==> src/rtl/grc_pkg.sv <==
// grc_pkg: shared types and codes for the grid ray caster.
// Holds controller states, command/status structs, face and mode codes.
// No dependencies.
package grc_pkg;

   typedef enum logic [3:0] {
      ST_CLEAR,
      ST_IDLE,
      ST_LOOK0,
      ST_LOOK1,
      ST_LOOK2,
      ST_WAIT0,
      ST_WAIT1,
      ST_DECIDE,
      ST_ABS,
      ST_SQX,
      ST_SQY,
      ST_ROOT,
      ST_MUL,
      ST_DIV,
      ST_OUT
   } state_type;

   typedef enum logic [1:0] {
      LOOK_CUR,
      LOOK_PX,
      LOOK_PY
   } look_type;

   localparam logic MODE_WRITE = 1'b0;
   localparam logic MODE_CAST  = 1'b1;

   localparam logic CSR_ORIGIN_X = 1'b0;
   localparam logic CSR_ORIGIN_Y = 1'b1;

   localparam logic [2:0] FACE_NONE  = 3'd0;
   localparam logic [2:0] FACE_WEST  = 3'd1;
   localparam logic [2:0] FACE_EAST  = 3'd2;
   localparam logic [2:0] FACE_SOUTH = 3'd3;
   localparam logic [2:0] FACE_NORTH = 3'd4;

   typedef struct packed {
      logic     clear;
      logic     cell_write;
      logic     load;
      logic     look_en;
      look_type look_tag;
      logic     step;
      logic     set_nohit;
      logic     abs_diff;
      logic     sq_x;
      logic     root_init;
      logic     root_step;
      logic     mul;
      logic     div_step;
      logic     publish;
   } cmd_type;

   typedef struct packed {
      logic clear_done;
      logic cur_wall;
      logic steps_max;
      logic rsp_busy;
   } status_type;

endpackage

==> src/rtl/grc_ctrl.sv <==
// grc_ctrl: sequencer for map clear, ray march, distance and height.
// Depends on grc_pkg; drives grc_datapath through cmd_type.
module grc_ctrl #(
   parameter int ROOT_W = 30,
   parameter int DIV_W  = 41
) (
   input  logic                clock,
   input  logic                reset,
   input  logic                req_valid,
   input  logic                req_mode,
   output logic                req_ready,
   input  grc_pkg::status_type status,
   output grc_pkg::cmd_type    cmd
);

   localparam int ITER_MAX = (ROOT_W > DIV_W) ? ROOT_W : DIV_W;
   localparam int ITER_W   = $clog2(ITER_MAX + 1);

   grc_pkg::state_type state_ff, state_in;
   logic [ITER_W-1:0]  iter_ff, iter_in;

   always_ff @(posedge clock) begin
      if (reset) begin
         state_ff <= grc_pkg::ST_CLEAR;
         iter_ff  <= '0;
      end else begin
         state_ff <= state_in;
         iter_ff  <= iter_in;
      end
   end

   always_comb begin
      state_in = state_ff;
      iter_in  = iter_ff;
      unique case (state_ff)
         grc_pkg::ST_CLEAR: begin
            if (status.clear_done) state_in = grc_pkg::ST_IDLE;
         end
         grc_pkg::ST_IDLE: begin
            if (req_valid && req_mode == grc_pkg::MODE_CAST) state_in = grc_pkg::ST_LOOK0;
         end
         grc_pkg::ST_LOOK0: state_in = grc_pkg::ST_LOOK1;
         grc_pkg::ST_LOOK1: state_in = grc_pkg::ST_LOOK2;
         grc_pkg::ST_LOOK2: state_in = grc_pkg::ST_WAIT0;
         grc_pkg::ST_WAIT0: state_in = grc_pkg::ST_WAIT1;
         grc_pkg::ST_WAIT1: state_in = grc_pkg::ST_DECIDE;
         grc_pkg::ST_DECIDE: begin
            if (status.cur_wall || status.steps_max) state_in = grc_pkg::ST_ABS;
            else state_in = grc_pkg::ST_LOOK0;
         end
         grc_pkg::ST_ABS: state_in = grc_pkg::ST_SQX;
         grc_pkg::ST_SQX: state_in = grc_pkg::ST_SQY;
         grc_pkg::ST_SQY: begin
            state_in = grc_pkg::ST_ROOT;
            iter_in  = '0;
         end
         grc_pkg::ST_ROOT: begin
            if (iter_ff == ITER_W'(ROOT_W - 1)) state_in = grc_pkg::ST_MUL;
            else iter_in = iter_ff + 1'b1;
         end
         grc_pkg::ST_MUL: begin
            state_in = grc_pkg::ST_DIV;
            iter_in  = '0;
         end
         grc_pkg::ST_DIV: begin
            if (iter_ff == ITER_W'(DIV_W - 1)) state_in = grc_pkg::ST_OUT;
            else iter_in = iter_ff + 1'b1;
         end
         grc_pkg::ST_OUT: begin
            if (!status.rsp_busy) state_in = grc_pkg::ST_IDLE;
         end
         default: state_in = grc_pkg::ST_CLEAR;
      endcase
   end

   always_comb begin
      cmd       = '0;
      req_ready = 1'b0;
      unique case (state_ff) inside
         grc_pkg::ST_CLEAR: cmd.clear = 1'b1;
         grc_pkg::ST_IDLE: begin
            req_ready      = 1'b1;
            cmd.cell_write = req_valid && req_mode == grc_pkg::MODE_WRITE;
            cmd.load       = req_valid && req_mode == grc_pkg::MODE_CAST;
         end
         grc_pkg::ST_LOOK0: begin
            cmd.look_en  = 1'b1;
            cmd.look_tag = grc_pkg::LOOK_CUR;
         end
         grc_pkg::ST_LOOK1: begin
            cmd.look_en  = 1'b1;
            cmd.look_tag = grc_pkg::LOOK_PX;
         end
         grc_pkg::ST_LOOK2: begin
            cmd.look_en  = 1'b1;
            cmd.look_tag = grc_pkg::LOOK_PY;
         end
         grc_pkg::ST_WAIT0, grc_pkg::ST_WAIT1: ;
         grc_pkg::ST_DECIDE: begin
            cmd.step      = !status.cur_wall && !status.steps_max;
            cmd.set_nohit = !status.cur_wall && status.steps_max;
         end
         grc_pkg::ST_ABS:  cmd.abs_diff  = 1'b1;
         grc_pkg::ST_SQX:  cmd.sq_x      = 1'b1;
         grc_pkg::ST_SQY:  cmd.root_init = 1'b1;
         grc_pkg::ST_ROOT: cmd.root_step = 1'b1;
         grc_pkg::ST_MUL:  cmd.mul       = 1'b1;
         grc_pkg::ST_DIV:  cmd.div_step  = 1'b1;
         grc_pkg::ST_OUT:  cmd.publish   = !status.rsp_busy;
         default: ;
      endcase
   end

endmodule

==> config.mk <==
export PLATFORM = sky130hd
export DESIGN_NAME = grc_ctrl
export DESIGN_NICKNAME = d
export VERILOG_FILES = /design/src/rtl/grc_pkg.sv /design/src/rtl/grc_ctrl.sv
export SDC_FILE = /design/constraint.sdc
export NUM_CORES = 1
export LEC_CHECK = 0
export BUFFER_PORTS_ARGS = -buffer_cell sky130_fd_sc_hd__buf_2
export CORE_UTILIZATION = 57
export CTS_BUF_LIST = sky130_fd_sc_hd__clkbuf_2
export DETAILED_ROUTE_END_ITERATION = 12
export HOLD_SLACK_MARGIN = 0.03
export PLACE_DENSITY = 0.92
export RECOVER_POWER = 50
export SYNTH_ARGS = -nofsm -noshare
export SYNTH_HDL_FRONTEND = slang
export SYNTH_SLANG_ARGS = --single-unit
==> constraint.sdc <==
create_clock -name clock -period 2.6 [get_ports clock]
set_input_delay 0.39 -clock clock [delete_from_list [all_inputs] [get_ports clock]]
set_output_delay 0.39 -clock clock [all_outputs]
set_load 0.02 [all_outputs]
# After elaboration in Yosys (flattened, before gate mapping)
# Cells that the tools add are included.
# classes
add_sub_neg	1
multipliers	0
n_div	0
n_lt_le_gt_ge	0
eq_ne	23
n_shift	0
n_mux	22
n_bitwise	1
reduce_logical	13
# op_table
cell	count
one-hot mux 4 bit (15 select lines)	1
equality test 4 bit, second input constant	7
two-way mux 4 bit	6
one-hot mux 6 bit (3 select lines)	1
equality test 4 x 3 -> 1 bit, second input constant	4
two-way mux 6 bit	2
!= test 2 bit, second input constant	6
two-way mux 1 bit	9
one-hot mux 3 bit (3 select lines)	1
equality test 4 x 2 -> 1 bit, second input constant	2
adder 6 x 1 -> 6 bit, second input constant	1
equality test 6 x 5 -> 1 bit, second input constant	1
equality test 6 bit, second input constant	1
AND reduction 5 bit	1
equality test 4 x 1 -> 1 bit, second input constant	1
logical AND 1 bit	4
zero test 4 bit	1
two-way mux 2 bit	2
zero test 1 bit	3
AND reduction 3 bit	1
nonzero test 3 bit	1
!= test 2 x 1 -> 1 bit, second input constant	1
OR reduction 2 bit	1
logical OR 1 bit	1
inverter 1 bit	1
# totals
ff_bits	10
latchBits	0
mem_bits_rw	0
mem_bits_ro	0
input_bits	8
out_inout_bits	16
word_cells	62
memories	0

# Depth between registers and ports, before layout
# depth
ltp_word	4
ltp_mapped	6
depth_no_buf	5

# Worst setup path before layout
# Ideal clock, no wire load.
# synth_path
path_type	register to output
startpoint	register state_ff[0]
endpoint	output port cmd[7] in the netlist's numbering
arrival_ps	1534
required_time_ps	2210
slack_ps	676
stages_incl_launch_ff	5
path_buffers	2
path_cell_list	dfxtp_1 -> clkbuf_1 -> clkbuf_1 -> nand4b_1 -> nor3b_1
# synth_rtl
element	line	text
from (decl)	grc_ctrl.sv:19	grc_pkg::state_type state_ff, state_in;
from (signal assigned)	grc_ctrl.sv:24	state_ff <= grc_pkg::ST_CLEAR;
from (signal assigned)	grc_ctrl.sv:27	state_ff <= state_in;
to (decl)	grc_ctrl.sv:13	output grc_pkg::cmd_type cmd

==> results by group <==
Status
  • Status: finished, final reports clean

Critical path
  • CP top delay family: simple AND/OR/NAND/NOR gates
  • R2r setup slk: 0.74 ns
  • CP Capture Type: output pin
  • Max incr delay on CP: 0.69 ns
  • Critical path arrival: 1.83 ns
  • CP max FO: 18
  • WP data required: 2.21 ns
  • CP max stage cell: dfxtp_1
  • Cells along the critical path: nor4b_2 -> and3_1 -> buf_2
  • CP Launch Type: register
  • Worst Setup Path Type: reg2out
  • CP bufs+invs: 1
  • Worst r2r src: state_ff[3]$_SDFFE_PP0P_
  • Reg2reg end: iter_ff[1]$_SDFFE_PP0P_
  • FF-to-FF path depth: 4

Clock tree
  • Clk buf depth: 2
  • Clock Tree Root: clkbuf_2
  • Post-CTS sizing: 0
  • Hold_buf cts: 0
  • TritonCTS clock tree: done
  • Clock Latency Late Sink: 0.28 ns
  • Post-CTS setup buffer count: 0
  • Clk pin slew, worst setup/hold paths: 0.11 ns
  • CTS Buf Count: 3
  • H-tree levels: 1
  • Clk sinks: 10

Route
  • DR DRC count: 0
  • Via count: 929
  • 1st-pass router iterations: 4
  • Drt initial violations: 45
  • DRT antenna net count: 0
  • Final WL: 2196 um
  • Avg WL per Cell: 14.94 um
  • Vias/cell: 6.320

Logic synthesis
  • Post-Syn Nets: 123
  • Synth Instances: 112
  • Yosys cell types: 40
  • Post-synth EDFFs: 0
  • FFs w/ async S/R, synth: 0%
  • #FFs+latches synth: 10
  • Mean Syn Cell Area: 7.351 sq um
  • Post-synth top flop: dfxtp_1
  • Mapped Area: 823.3 sq um
  • Sequential area share after synthesis: 24.32%
  • Synthesis Warnings: 0

Global routing
  • Gr ovfl total: 0
  • Initial antenna violation count: 0
  • First-pass GRT wire length: 3256 um
  • GRT Util Overall: 31.64%
  • Largest net degree at the start of global routing: 19
  • Vias in the first global route: 728

Timing
  • Clock Skew: 0.01811 ns
  • Post-layout min period: 2.222 ns
  • Relative slew slack: 61.35%
  • Worst hold slack: 0.4354 ns
  • RSZ-0062 raised after global routing: false
  • Number of setup violations in the final report: 0
  • F_max: 450.1 MHz
  • Worst slew pin tran: 0.5772 ns
  • Period utilisation layout: 85.45%
  • Setup_tns: 0 ns
  • Fin. Hold Viols: 0
  • Final Max Slew Viols: 0

Floorplan
  • Die width: 40.01 um
  • Initial Util: 62.49%
  • FP Rows: 13
  • Core Region: 1318 sq um
  • Die area: 1600 sq um
  • Boundary Pins: 24
  • Die height: 40.01 um

Final layout
  • Ant. Diodes: 0
  • Finished Layout Cells: 147
  • Fin area: 943.4 sq um
  • Share of cells above drive strength 1: 19.70%
  • Layout Area Growth over Synthesis: 14.59%
  • Final nets: 144

Power
  • P per Cell Area: 418.4 nW/um^2
  • Total Power: 0.3947 mW
  • Leakage: 0.3672 nW
  • Worst vdd ir: 0.3963 mV

Hold path
  • Hold depth: 2
  • Hold path startpoint: reset
  • Hold Path End: iter_ff[1]$_SDFFE_PP0P_
  • Worst hold path class: in2reg

Place
  • Placed cell count: 143
  • Post-DP Area: 929.6 sq um
  • Gp weighted congestion: 0.9289
  • # port buffers: 23
  • Detail Placement HPWL: 1610 um

Job
  • Max cap viols: 0
report_power, final:
part           switching, mW  internal (mW)  total, mW
sequential            0.0301          0.160      0.190
combinational         0.0713         0.0424      0.114
clock                 0.0573         0.0334     0.0906
total                  0.159          0.236      0.395
cell usage in the layout (no fill, tap or decap), types with 4 or more instances in the layout:
| master | count |
|---|---|
| dfxtp_1 | 10 |
| nand2b_1 | 4 |
| nand2_1 | 5 |
| nor3_1 | 8 |
| a21oi_1 | 10 |
| buf_2 | 19 |
| o32ai_1 | 5 |
| nor2_1 | 13 |
| clkbuf_1 | 4 |
| nand4_1 | 4 |
| inv_1 | 9 |
kinds of logic after synthesis:
family | after synthesis | synth area share, %
simple gates | 48 | 32.68
compound gates | 32 | 28.88
buf+inv | 18 | 8.509
flops | 10 | 24.32
fa+ha+maj | 3 | 4.560
xor+xnor | 1 | 1.064
worst reg2reg max path: stages, from the launching register on:
cell and delay [ns]:
dfxtp_1 0.66, clkinv_1 0.25, a311o_2 0.42, a221o_1 0.35, a21oi_2 0.12
state kept, by name (all words and copies together) (netlist names):
| signal | cells |
|---|---|
| iter_ff | 6 |
| state_ff | 4 |
worst max path at each step:
stage               depth (start not counted)                startpoint  slack [ns]      end
floorplan                                   4  state_ff[0]$_SDFFE_PP0P_        0.68   cmd[7]
global placement                            3  state_ff[0]$_SDFFE_PP0P_        0.81  cmd[12]
detailed placement                          3  state_ff[0]$_SDFFE_PP0P_        0.70  cmd[12]
CTS                                         3  state_ff[0]$_SDFFE_PP0P_        0.41  cmd[12]
global route                                3  state_ff[0]$_SDFFE_PP0P_        0.26  cmd[12]
finish                                      3  state_ff[0]$_SDFFE_PP0P_        0.38  cmd[12]
layer usage:
layer,part of all wire [%],wire [um],global-route usage (%)
met1,43,941,39.26
met2,49,1079,49.19
met3,6.0,131,8.333
met4,2.0,44,17.24
met5,0,0,0
synthesized netlist by cell type, types with 2 or more instances:
cell type / number / area, sq um
a32oi_1: 2 / 17.52
inv_1: 9 / 33.78
a211oi_1: 2 / 15.01
nand3_1: 2 / 10.01
o32ai_1: 5 / 43.79
dfxtp_1: 10 / 200.2
nand4_1: 4 / 25.02
nor2_1: 13 / 48.80
and3_1: 2 / 12.51
o211ai_1: 2 / 15.01
ha_1: 3 / 37.54
nor3_1: 8 / 40.04
a21oi_1: 10 / 50.05
nand2_1: 5 / 18.77
nand2b_1: 4 / 25.02
clkbuf_1: 5 / 18.77
nor4_1: 3 / 18.77
cell type report:
| class | count | area, sq um |
|---|---|---|
| Timing Repair Buffer | 23 | 110.1 |
| Sequential cell | 10 | 200.2 |
| Tap cell | 15 | 18.77 |
| Inverter | 11 | 42.54 |
| Clock buffer | 3 | 15.01 |
| Fill cell | 120 | 374.1 |
| Multi-Input combinational cell | 84 | 553.0 |
| Clock inverter | 1 | 3.754 |
metrics by stage:
step | setup WS, ns | util, %
final | 0.3783 | 71.60
after global routing | 0.2598 | 71.60
after CTS | 0.4060 | 71.98
after detailed placement | 0.7009 | 70.56
after global placement | 0.8087 | 70.56
after floorplan | 0.6763 | -
No activity file was read; power rests on OpenSTA's default activity.
